[src/rtl/core/tpsdg_pkg.sv]
`default_nettype none

package tpsdg_pkg;

  // Table size and the widths that follow from the fixed field widths.
  localparam int TABLE_ENTRIES = 180;
  localparam int INDEX_W       = 8;
  localparam int DUTY_W        = 8;
  localparam int PERIOD_W      = 8;
  localparam int TICK_W        = 9;
  localparam int SECTOR_W      = 3;
  localparam int AMP_W         = 8;
  localparam int PROD_W        = DUTY_W + AMP_W;

  // Sector numbering runs from zero up to the last sector and wraps.
  localparam logic [SECTOR_W-1:0] SECTOR_LAST = 3'd5;

  // Configuration port layout.
  localparam int PADDR_W = 3;
  localparam int PDATA_W = 32;
  localparam logic [PADDR_W-1:0] ADDR_AMPLITUDE = 3'd0;
  localparam logic [AMP_W-1:0]   AMP_RESET      = 8'd255;

  // Phase index reset values, one third of the table apart.
  localparam logic [INDEX_W-1:0] INDEX_V_RESET = INDEX_W'(TABLE_ENTRIES / 3);
  localparam logic [INDEX_W-1:0] INDEX_U_RESET = INDEX_W'(2 * (TABLE_ENTRIES / 3));
  localparam logic [INDEX_W-1:0] INDEX_LAST    = INDEX_W'(TABLE_ENTRIES - 1);

  // Fixed point constants for building the sine table (Q60).
  localparam logic [63:0] Q60_ONE     = 64'h1000_0000_0000_0000;
  localparam logic [63:0] HALF_PI_Q60 = 64'h1921_FB54_442D_1846;

  typedef logic [DUTY_W-1:0] sine_table_t [TABLE_ENTRIES];

  // Step a phase index by one, wrapping at the end of the table.
  function automatic logic [INDEX_W-1:0] bump_index(input logic [INDEX_W-1:0] idx);
    return (idx == INDEX_LAST) ? '0 : idx + INDEX_W'(1);
  endfunction

  // (a * b) >> 60 for operands below 2^62, built from 32 bit partial products.
  function automatic logic [63:0] qmul(input logic [63:0] a, input logic [63:0] b);
    logic [63:0] ah;
    logic [63:0] al;
    logic [63:0] bh;
    logic [63:0] bl;
    logic [63:0] lo;
    logic [63:0] mid;
    logic [63:0] hi;
    logic [63:0] sumlo;
    logic [63:0] carry;
    ah    = a >> 32;
    al    = a & 64'h0000_0000_FFFF_FFFF;
    bh    = b >> 32;
    bl    = b & 64'h0000_0000_FFFF_FFFF;
    lo    = al * bl;
    mid   = ah * bl + al * bh;
    hi    = ah * bh;
    sumlo = lo + (mid << 32);
    carry = (sumlo < lo) ? 64'd1 : 64'd0;
    hi    = hi + (mid >> 32) + carry;
    return (hi << 4) | (sumlo >> 60);
  endfunction

  // Divide by n * (n + 1), the Taylor denominator step for term number n.
  function automatic logic [63:0] div_pair(input logic [63:0] x, input logic [4:0] n);
    logic [63:0] y;
    case (n)
      5'd1:    y = x / 2;
      5'd2:    y = x / 6;
      5'd3:    y = x / 12;
      5'd4:    y = x / 20;
      5'd5:    y = x / 30;
      5'd6:    y = x / 42;
      5'd7:    y = x / 56;
      5'd8:    y = x / 72;
      5'd9:    y = x / 90;
      5'd10:   y = x / 110;
      5'd11:   y = x / 132;
      5'd12:   y = x / 156;
      5'd13:   y = x / 182;
      5'd14:   y = x / 210;
      5'd15:   y = x / 240;
      5'd16:   y = x / 272;
      5'd17:   y = x / 306;
      5'd18:   y = x / 342;
      5'd19:   y = x / 380;
      5'd20:   y = x / 420;
      5'd21:   y = x / 462;
      5'd22:   y = x / 506;
      5'd23:   y = x / 552;
      5'd24:   y = x / 600;
      5'd25:   y = x / 650;
      5'd26:   y = x / 702;
      5'd27:   y = x / 756;
      5'd28:   y = x / 812;
      default: y = x;
    endcase
    return y;
  endfunction

  // Taylor series for sine (odd) or cosine (even) on the first quadrant.
  function automatic logic [63:0] series(input logic [63:0] th, input logic odd);
    logic [63:0] th2;
    logic [63:0] term;
    logic [63:0] acc;
    th2  = qmul(th, th);
    term = odd ? th : Q60_ONE;
    acc  = term;
    for (int k = 1; k <= 14; k++) begin
      term = div_pair(qmul(term, th2), odd ? 5'(2 * k) : 5'(2 * k - 1));
      if (k[0]) begin
        acc = acc - term;
      end else begin
        acc = acc + term;
      end
    end
    if (acc > Q60_ONE) begin
      acc = Q60_ONE;
    end
    return acc;
  endfunction

  // One raised sine entry, folded by quadrant so quarter points are exact.
  function automatic logic [DUTY_W-1:0] rom_entry(input int i);
    logic [31:0] q;
    logic [31:0] quad;
    logic [31:0] r;
    logic [63:0] th;
    logic [63:0] m;
    logic [63:0] u;
    logic [63:0] v;
    q    = 32'(4 * i);
    quad = q / TABLE_ENTRIES;
    r    = q % TABLE_ENTRIES;
    th   = (HALF_PI_Q60 / TABLE_ENTRIES) * 64'(r) +
           ((HALF_PI_Q60 % TABLE_ENTRIES) * 64'(r)) / TABLE_ENTRIES;
    m    = series(th, quad[0] == 1'b0);
    if (quad < 32'd2) begin
      u = Q60_ONE + m;
    end else begin
      u = Q60_ONE - m;
    end
    v = 64'd255 * (u >> 32) + ((64'd255 * (u & 64'h0000_0000_FFFF_FFFF)) >> 32);
    v = v >> 29;
    if (v > 64'd255) begin
      v = 64'd255;
    end
    return v[DUTY_W-1:0];
  endfunction

  function automatic sine_table_t build_sine_table();
    sine_table_t t;
    for (int i = 0; i < TABLE_ENTRIES; i++) begin
      t[i] = rom_entry(i);
    end
    return t;
  endfunction

  // Raised sine contents, worked out at elaboration.
  localparam sine_table_t SINE_TABLE = build_sine_table();

endpackage

`default_nettype wire

[src/rtl/core/three_phase_sine_duty_generator.sv]
// Pipeline: an accepted request loads the tick, sector and index registers and the
// registered sine ROM read; the amplitude scaling is one stage, the output register.
// Throughput: one request per cycle while out_stall does not hold the output register.
// Reset (synchronous, rst high): counters, sector and held duties clear to zero, the
// phase indices return to zero, a third and two thirds of the table, amplitude to 255.
`default_nettype none

module three_phase_sine_duty_generator
  import tpsdg_pkg::*;
(
  input  logic                clk,
  input  logic                rst,
  // Tick requests.
  input  logic                in_valid,
  output logic                in_stall,
  input  logic [PERIOD_W-1:0] speed_period,
  // Results.
  output logic                out_valid,
  input  logic                out_stall,
  output logic [DUTY_W-1:0]   duty_w,
  output logic [DUTY_W-1:0]   duty_v,
  output logic [DUTY_W-1:0]   duty_u,
  output logic                stepped,
  output logic [SECTOR_W-1:0] sector_now,
  // Configuration port.
  input  logic                psel,
  input  logic                penable,
  input  logic                pwrite,
  input  logic [PADDR_W-1:0]  paddr,
  input  logic [PDATA_W-1:0]  pwdata,
  output logic [PDATA_W-1:0]  prdata,
  output logic                pready
);

  logic [AMP_W-1:0]    amplitude;
  logic [TICK_W-1:0]   tick_count;
  logic [SECTOR_W-1:0] sector;
  logic [INDEX_W-1:0]  index_w;
  logic [INDEX_W-1:0]  index_v;
  logic [INDEX_W-1:0]  index_u;

  logic [TICK_W-1:0]   tick_inc;
  logic                step_now;
  logic [SECTOR_W-1:0] sector_inc;
  logic                adv_w;
  logic                adv_v;
  logic                adv_u;
  logic [INDEX_W-1:0]  index_w_next;
  logic [INDEX_W-1:0]  index_v_next;
  logic [INDEX_W-1:0]  index_u_next;
  logic [SECTOR_W-1:0] sector_next;

  logic                accept_in;
  logic                out_load;

  logic                s1_valid;
  logic                s1_stepped;
  logic [SECTOR_W-1:0] s1_sector;
  logic [DUTY_W-1:0]   rom_w;
  logic [DUTY_W-1:0]   rom_v;
  logic [DUTY_W-1:0]   rom_u;

  logic [PROD_W-1:0]   prod_w;
  logic [PROD_W-1:0]   prod_v;
  logic [PROD_W-1:0]   prod_u;
  logic [PROD_W:0]     quot_w;
  logic [PROD_W:0]     quot_v;
  logic [PROD_W:0]     quot_u;

  logic                cfg_write;

  // Pipeline handshake: the output register loads when it is empty or being taken.
  assign out_load  = !out_valid || !out_stall;
  assign in_stall  = s1_valid && !out_load;
  assign accept_in = in_valid && !in_stall;

  // Tick counting and the sector move for this request.
  assign tick_inc   = tick_count + TICK_W'(1);
  assign step_now   = tick_inc > {1'b0, speed_period};
  assign sector_inc = (sector == SECTOR_LAST) ? '0 : sector + SECTOR_W'(1);

  // The new sector decides which one or two phases advance.
  always_comb begin
    case (sector_inc)
      3'd0:    {adv_w, adv_v, adv_u} = 3'b100;
      3'd1:    {adv_w, adv_v, adv_u} = 3'b110;
      3'd2:    {adv_w, adv_v, adv_u} = 3'b010;
      3'd3:    {adv_w, adv_v, adv_u} = 3'b011;
      3'd4:    {adv_w, adv_v, adv_u} = 3'b001;
      default: {adv_w, adv_v, adv_u} = 3'b101;
    endcase
  end

  assign sector_next  = step_now ? sector_inc : sector;
  assign index_w_next = (step_now && adv_w) ? bump_index(index_w) : index_w;
  assign index_v_next = (step_now && adv_v) ? bump_index(index_v) : index_v;
  assign index_u_next = (step_now && adv_u) ? bump_index(index_u) : index_u;

  // Control state, updated on every accepted request.
  always_ff @(posedge clk) begin
    if (rst) begin
      tick_count <= '0;
      sector     <= '0;
      index_w    <= '0;
      index_v    <= INDEX_V_RESET;
      index_u    <= INDEX_U_RESET;
    end else if (accept_in) begin
      tick_count <= step_now ? '0 : tick_inc;
      sector     <= sector_next;
      index_w    <= index_w_next;
      index_v    <= index_v_next;
      index_u    <= index_u_next;
    end
  end

  // Sine ROM with registered read data, one read per phase.
  always_ff @(posedge clk) begin
    if (accept_in) begin
      rom_w      <= SINE_TABLE[index_w_next];
      rom_v      <= SINE_TABLE[index_v_next];
      rom_u      <= SINE_TABLE[index_u_next];
      s1_stepped <= step_now;
      s1_sector  <= sector_next;
    end
  end

  always_ff @(posedge clk) begin
    if (rst) begin
      s1_valid <= 1'b0;
    end else if (accept_in) begin
      s1_valid <= 1'b1;
    end else if (out_load) begin
      s1_valid <= 1'b0;
    end
  end

  // Scale by amplitude and divide by 255: floor(x/255) = (x + 1 + (x >> 8)) >> 8.
  assign prod_w = PROD_W'(rom_w) * PROD_W'(amplitude);
  assign prod_v = PROD_W'(rom_v) * PROD_W'(amplitude);
  assign prod_u = PROD_W'(rom_u) * PROD_W'(amplitude);
  assign quot_w = {1'b0, prod_w} + (PROD_W + 1)'(1) + (PROD_W + 1)'(prod_w >> DUTY_W);
  assign quot_v = {1'b0, prod_v} + (PROD_W + 1)'(1) + (PROD_W + 1)'(prod_v >> DUTY_W);
  assign quot_u = {1'b0, prod_u} + (PROD_W + 1)'(1) + (PROD_W + 1)'(prod_u >> DUTY_W);

  // Output register; its duty fields are the held duties between steps.
  always_ff @(posedge clk) begin
    if (rst) begin
      out_valid  <= 1'b0;
      duty_w     <= '0;
      duty_v     <= '0;
      duty_u     <= '0;
      sector_now <= '0;
      stepped    <= 1'b0;
    end else if (out_load) begin
      out_valid <= s1_valid;
      if (s1_valid) begin
        stepped    <= s1_stepped;
        sector_now <= s1_sector;
        if (s1_stepped) begin
          duty_w <= quot_w[PROD_W-1:DUTY_W];
          duty_v <= quot_v[PROD_W-1:DUTY_W];
          duty_u <= quot_u[PROD_W-1:DUTY_W];
        end
      end
    end
  end

  // Configuration register access.
  assign pready    = 1'b1;
  assign cfg_write = psel && penable && pwrite && pready && (paddr == ADDR_AMPLITUDE);

  always_ff @(posedge clk) begin
    if (rst) begin
      amplitude <= AMP_RESET;
    end else if (cfg_write) begin
      amplitude <= pwdata[AMP_W-1:0];
    end
  end

  assign prdata = (paddr == ADDR_AMPLITUDE) ? PDATA_W'(amplitude) : '0;

endmodule

`default_nettype wire

[config.mk]
export PLATFORM = sky130hd
export DESIGN_NAME = three_phase_sine_duty_generator
export DESIGN_NICKNAME = d
export VERILOG_FILES = /design/src/rtl/core/tpsdg_pkg.sv /design/src/rtl/core/three_phase_sine_duty_generator.sv
export SDC_FILE = /design/constraint.sdc
export NUM_CORES = 1
export LEC_CHECK = 0
export ABC_AREA = 1
export CORE_MARGIN = 5
export CORE_UTILIZATION = 50
export DETAILED_ROUTE_END_ITERATION = 7
export DONT_BUFFER_PORTS = 1
export GPL_TIMING_DRIVEN = 0
export PLACE_DENSITY = 0.66
export SETUP_SLACK_MARGIN = 0.02
export SYNTH_ARGS = -nofsm -noshare
export SYNTH_HDL_FRONTEND = slang
export SYNTH_SLANG_ARGS = --single-unit
[constraint.sdc]
create_clock -name clk -period 16.4 [get_ports clk]
set_clock_uncertainty 0.15 [all_clocks]
set_input_delay 0.82 -clock clk [delete_from_list [all_inputs] [get_ports clk]]
set_output_delay 0.82 -clock clk [all_outputs]
set_load 0.01 [all_outputs]
==> results of run 1 <==
-- flip-flops by register name (all words and copies together) (netlist names) --
name and flops:
tick_count 9, amplitude 8, duty_u 8, duty_v 8, duty_w 8, index_u 8, index_v 8, index_w 8
rom_u 8, rom_v 8, rom_w 8, s1_sector 3, sector 3, sector_now 3, out_valid 1, s1_stepped 1
s1_valid 1, stepped 1
-- placed cells by master (no fill, tap or decap), drive strengths merged, types with 7 or more instances in the layout --
master	n
nand2	939
a21oi	132
fa	108
inv	585
clkbuf	85
buf	81
dfxtp	74
o21bai	11
edfxtp	28
nand4	33
nor3	14
o21a	20
nor2	138
nand3	321
o211ai	10
conb	25
o21ai	127
xnor2	7
xor2	49
ha	177
nand3b	14
-- metrics by stage --
step | std cells | area [µm²] | utilization, % | hold WS (ns) | setup slack [ns]
after floorplan | 2995 | 18500 | - | 0.286 | 10.79
after global placement | 3463 | 19100 | 52.2 | 0.295 | 9.55
after detailed placement | 3463 | 19100 | 52.2 | 0.314 | 9.47
after CTS | 3479 | 19400 | 53.1 | 0.325 | 9.45
after global routing | 3479 | 19400 | 53.1 | 0.348 | 8.99
final | 3482 | 19400 | 53.2 | 0.323 | 9.42
-- synthesized netlist by cell type, types with 7 or more instances --
cell      count  area (µm²)
nor3_1       14        70.1
o21ai_1      19        95.1
o21ai_0     105         526
nand3_1     316        1580
o211ai_1     10        75.1
xnor2_1       7        61.3
clkbuf_1     60         225
nand2_1     901        3380
o21a_1       20         150
inv_1       568        2130
inv_2        14        52.6
clkbuf_2     13        65.1
edfxtp_1     28         841
nand4_1      31         194
buf_2        30         150
nand3b_1     12        90.1
buf_6        11         124
dfxtp_1      74        1480
nand2_2      33         206
buf_4        33         248
nor2_1      132         495
fa_1        108        2160
a21oi_1     131         656
xor2_1       48         420
ha_1        177        2210
o21bai_1     11        82.6
-- layout make-up --
type,instances,area (µm²)
buffer,154,882
tap,468,586
inverter,583,2190
multi-input combinational,2156,13100
clock inverter,4,40.0
fill,3817,17100
antenna,3,7.51
sequential,102,2320
clock buffer,12,289
-- kinds of logic after synthesis --
| family | count (synthesis) |
|---|---|
| AO/OA/AOI/OAI | 321 |
| XOR/XNOR | 58 |
| adder cells (fa/ha/maj) | 285 |
| buffers and inverters | 737 |
| flip-flops | 102 |
| other | 2 |
| AND/OR/NAND/NOR | 1467 |
-- routing by layer --
layer	GRT usage [%]	vias up	routed length (µm)
li1	-	9250	-
met1	37.1	8764	25200
met2	46.8	794	26900
met3	5.20	145	4800
met4	10.7	0	2340
met5	0	-	0
-- path summary, 6_finish.rpt --
check | endpoint | cells after the start
worst max register to register | duty_u[1] | 31
worst max-delay path | duty_u[1] | 31
worst min register to register | tick_count[8] | 2
worst min-delay path | tick_count[8] | 2
-- worst register-to-register path: cells and delay by family, from the launching register on --
kind	cells	cell delay [ns]
xor+xnor	1	0.43
flops	1	0.31
simple gates	9	0.76
fa+ha+maj	6	2.71
compound gates	7	1.11
buf+inv	8	1.42
==> results.sh, run 1 <==
export IMPL_synth_xor_area_share_pct=2.95
export IMPL_path_class="flip-flop to flip-flop"
export IMPL_routed_via_density=5.44
export IMPL_first_global_vias=18147
export IMPL_end_kind="flip-flop"
export IMPL_synth_top_flop_cell="dfxtp_1"
export IMPL_crit_family="adder cells"
export IMPL_core_um2=36500
export IMPL_ys_seq_area_share_pct=12.6
export IMPL_synth_fa_ha_area_share_pct=23.8
export IMPL_drt_iter0_markers=1659
export IMPL_postRouteAntennaNets=0
export IMPL_clkLatencyLatePin_ns=0.38
export IMPL_required_ns=16.53
export IMPL_crit_path_max_incr_delay_ns=0.63
export IMPL_regToRegSetupSlack_ns=9.42
export IMPL_cts_setup_buffers=0
export IMPL_numCtsBuffers=9
export IMPL_synth_top_family_by_area="simple AND/OR/NAND/NOR gates"
export IMPL_start_util_pct=50.4
export IMPL_cts_buffer_depth=2
export IMPL_rr_startpoint="amplitude[2]"
export IMPL_worst_setup_path_start_kind="flip-flop"
export IMPL_drv_cap=0
export IMPL_crit_path_start="amplitude[2]"
export IMPL_fin_nets=3341
export IMPL_synth_cell_types=54
export IMPL_rsz0062_at_grt="false"
export IMPL_drive_gt1_share_pct=6.14
export IMPL_die_area_um2=40800
export IMPL_muxShareOfSynthArea_pct=0
export IMPL_grt_use_total_pct=28.4
export IMPL_hold_path_startpoint="tick_count[8]"
export IMPL_path_common_cell="nand2_1"
export IMPL_synth_edf_count=28
export IMPL_critical_path_buf_inv_count=8
export IMPL_die_h_um=202
export IMPL_setup_violations=0
export IMPL_antenna_found_initial=2
export IMPL_slew_viol_final=0
export IMPL_syn_inst=2972
export IMPL_grt_pass1_wl_mm=94.4
export IMPL_yosys_area_share_simple_pct=34.2
export IMPL_synth_area_um2=18400
export IMPL_vias=18953
export IMPL_hold_buffers=0
export IMPL_routedWlPerCell_um=17.0
export IMPL_synth_compound_area_share_pct=9.70
export IMPL_clkTransAtPathRegs_ns=0.08
export IMPL_cp_slowest_cell="clkbuf_1"
export IMPL_area_delta_synth_final_pct=5.48
export IMPL_cts_repair_resize_count=0
export IMPL_place_congestion=1.04
export IMPL_ys_ff_latch=102
export IMPL_cts_root_buf="clkbuf_16"
export IMPL_cts_tree="yes"
export IMPL_drc_errors=0
export IMPL_drtPass1Iterations=6
export IMPL_grt_max_degree=31
export IMPL_die_x_um=202
export IMPL_max_slew_margin_rel_pct=20.4
export IMPL_hold_class="flip-flop to flip-flop"
export IMPL_fin_crit_ns=6.98
export IMPL_cp_arrival_ns=7.11
export IMPL_max_freq_mhz=143
export IMPL_io_buffers=0
export IMPL_ios=113
export IMPL_grt_overflow=0
export IMPL_tightestPinTransition_ns=1.19
export IMPL_routed_wl_mm=59.3
export IMPL_rows=70
export IMPL_cts_max_level=3
export IMPL_tns_ns=0
export IMPL_run_status="finished, final reports clean"
export IMPL_yosys_warnings=0
export IMPL_finalHoldViolCount=0
export IMPL_async_reset_ff_share_pct=0
export IMPL_hpwl_mm=46.6
export IMPL_cp_max_fo=10
export IMPL_avgSynthCellArea_um2=6.19
export IMPL_cts_sinks=102
export IMPL_timing_final_crit_share_pct=42.6
Power of run 1 is not shown: default switching activity piles up to over one toggle a cycle in this logic, so the estimate is an artifact.
==> run 2: changes to the inputs <==
--- a/config.mk
+++ b/config.mk
@@ -5,7 +5,7 @@
 export SDC_FILE = /design/constraint.sdc
 export NUM_CORES = 1
 export LEC_CHECK = 0
-export ABC_AREA = 1
+export ABC_AREA = 0
 export CORE_MARGIN = 5
 export CORE_UTILIZATION = 50
 export DETAILED_ROUTE_END_ITERATION = 7
==> constraint.sdc (replaced) <==
create_clock -name clk -period 6.85 [get_ports clk]
set_clock_uncertainty 0.15 [all_clocks]
set_input_delay 0.3425 -clock clk [delete_from_list [all_inputs] [get_ports clk]]
set_output_delay 0.3425 -clock clk [all_outputs]
set_load 0.01 [all_outputs]
==> run 2 against run 1 <==
  * Flip-flop and latch count did not move
  * Critical path depth fell by 10
  * Routed wire length rose by 0.66%
  * Count of clock-buffer cells in the layout fell by 2
  * Critical endpoint is now duty_u[2]
  * Largest cell class unchanged
  * Highest routed layer unchanged
==> results.sh, run 2 <==
export IMPL_start_util_pct=50.9
export IMPL_fin_crit_ns=6.48
export IMPL_area_delta_synth_final_pct=7.02
export IMPL_synth_top_flop_cell="dfxtp_1"
export IMPL_yosys_top_cells_count="201 x nor2_1, 182 x inv_1, 180 x and2_1"
export IMPL_required_ns=6.97
export IMPL_fillerInstances=3368
export IMPL_rows=68
export IMPL_max_slew_margin_rel_pct=27.4
export IMPL_max_freq_mhz=154
export IMPL_drtPass1Iterations=6
export IMPL_crit_path_start="rom_u[3]"
export IMPL_final_seq_area_um2=2340
export IMPL_yosysTopAreaCell="ha_1"
export IMPL_setup_violations=0
export IMPL_final_core_util_pct=54.5
export IMPL_ys_seq_area_share_pct=13.1
export IMPL_grt_pass1_wl_mm=94.4
export IMPL_numCtsBuffers=9
export IMPL_cts_sinks=102
export IMPL_path_class="flip-flop to flip-flop"
export IMPL_cts_root_buf="clkbuf_16"
export IMPL_multiInputGateArea_um2=14000
export IMPL_core_um2=34700
export IMPL_hold_slack_ns=0.165
export IMPL_syn_inst=2272
export IMPL_die_h_um=198
export IMPL_routedWlPerCell_um=21.5
export IMPL_hold_class="input pin to flip-flop"
export IMPL_critical_path_cell_chain="and2_1 -> fa_1 -> fa_1 -> inv_1 -> fa_1 -> fa_1 -> inv_1 -> ha_1 -> o21a_1 -> a2111o_1 -> a31o_2 -> a21oi_2 -> xnor2_2 -> ha_1 -> nand2_1 -> a21oi_1 -> a221o_1 -> maj3_1 -> a31oi_4 -> o21ai_0 -> a311oi_1"
export IMPL_timing_final_crit_share_pct=94.6
export IMPL_run_status="finished, final reports clean"
export IMPL_final_common_cell="nor2_1"
export IMPL_die_area_um2=39200
export IMPL_synth_edf_count=28
export IMPL_synth_area_um2=17700
export IMPL_clkTransAtPathRegs_ns=0.08
export IMPL_routed_via_density=6.40
export IMPL_vias=17786
export IMPL_place_congestion=1.03
export IMPL_die_x_um=198
export IMPL_ys_ff_latch=102
export IMPL_drc_errors=0
export IMPL_rr_endpoint="duty_u[2]"
export IMPL_cp_slowest_cell="edfxtp_1"
export IMPL_end_kind="flip-flop"
export IMPL_holdPathEnd="s1_valid"
export IMPL_fin_nets=2652
export IMPL_synth_top_cell_area_share_pct=12.5
export IMPL_drv_cap=0
export IMPL_reg2reg_depth=21
export IMPL_antennaDiodeCount=0
export IMPL_routed_wl_mm=59.7
export IMPL_first_global_vias=17211
export IMPL_yosys_warnings=0
export IMPL_avgSynthCellArea_um2=7.78
export IMPL_io_buffers=0
export IMPL_setup_slack_ns=0.370
export IMPL_hold_path_cell_count=2
export IMPL_largest_register_ffs=9
export IMPL_layout_common_cells="201 x nor2_1, 182 x inv_1, 180 x and2_1"
export IMPL_grt_max_degree=20
export IMPL_crit_path_max_incr_delay_ns=0.54
export IMPL_regToRegSetupSlack_ns=0.37
export IMPL_hold_path_startpoint="out_stall"
export IMPL_finalHoldViolCount=0
export IMPL_cts_buffer_depth=2
export IMPL_worst_setup_path_start_kind="flip-flop"
export IMPL_regMostFlops="tick_count"
export IMPL_hpwl_mm=45.2
export IMPL_clkLatencyLatePin_ns=0.37
export IMPL_ios=113
export IMPL_drt_iter0_markers=2178
export IMPL_dp_slack_ns=-0.542
export IMPL_antenna_found_initial=0
export IMPL_grt_use_total_pct=29.8
export IMPL_drive_gt1_share_pct=7.45
export IMPL_cp_max_fo=8
export IMPL_synth_area_leaders="ha_1 13%, fa_1 12%, dfxtp_1 8.4%"
export IMPL_finalNonFillerCells=2777
export IMPL_cts_tree="yes"
export IMPL_dp_cells=2751
export IMPL_rsz0062_at_grt="false"
export IMPL_cp_arrival_ns=6.60
export IMPL_tightestPinTransition_ns=1.09
export IMPL_cts_max_level=3
export IMPL_grt_overflow=0
export IMPL_yosysMostFrequentCell="nor2_1"
export IMPL_postRouteAntennaNets=0
export IMPL_path_common_cell="fa_1"
export IMPL_rr_startpoint="rom_u[3]"
export IMPL_synth_cell_types=105
export IMPL_cts_setup_buffers=0
export IMPL_slew_viol_final=0
export IMPL_async_reset_ff_share_pct=0
[run 2: repair_timing]
item / 4_1_cts / 5_1_grt
endpoints found under the hold margin: 10 / 0
gates resized for setup: 18 / 49
pin swaps: 0 / 4
setup endpoints to repair: 18 / 21
hold buffers: 10 / 0
[run 2: cells by family after synthesis]
family,Yosys count,synth area share (%)
fa+ha+maj,286,24.8
other cells,2,0.0425
simple gates,791,22.4
xor+xnor,82,4.15
mux,30,1.89
buf+inv,366,8.91
compound gates,613,24.7
flops,102,13.1
[run 2: critical path, delay by kind of cell (launching register included)]
family                   cells  cell delay (ns)
XOR/XNOR                     1             0.21
AO/OA/AOI/OAI                9             2.12
buffers and inverters        2             0.09
adder cells (fa/ha/maj)      7             2.94
AND/OR/NAND/NOR              2             0.30
flip-flops                   1             0.54
[run 2: routing by layer]
layer  global-route usage, %  share of wire (%)  vias up
met1                    39.9                 42     8472
met4                    9.92                3.5        0
li1                        -                  -     8127
met2                    48.2                 45      996
met5                       0                  0        -
met3                    6.14                9.5      191
[run 2: cell type report]
class                           instances  share of cell area [%]
Clock inverter                          6                   0.357
Tap cell                              455                    3.01
Clock buffer                           10                    1.21
Inverter                              189                    3.77
Timing Repair Buffer                   11                   0.674
Buffer                                177                    4.86
Multi-Input combinational cell       1827                    73.7
Sequential cell                       102                    12.4
[run 2: worst max-delay path by stage]
stage                            to  depth (start not counted)
after global routing      duty_w[6]                         25
after CTS                 duty_u[2]                         23
after global placement    duty_u[4]                         23
final                     duty_u[2]                         21
after floorplan           duty_u[4]                         23
after detailed placement  duty_u[2]                         23
[run 2: metrics by stage]
step	instance area, µm²	TNS [ns]
2_1_floorplan	17800	0
5_1_grt	18900	0
3_3_place_gp	18300	-3.25
4_1_cts	18800	0
6_report	18900	0
3_5_place_dp	18400	-4.48
Power of run 2 is left out for the same reason.
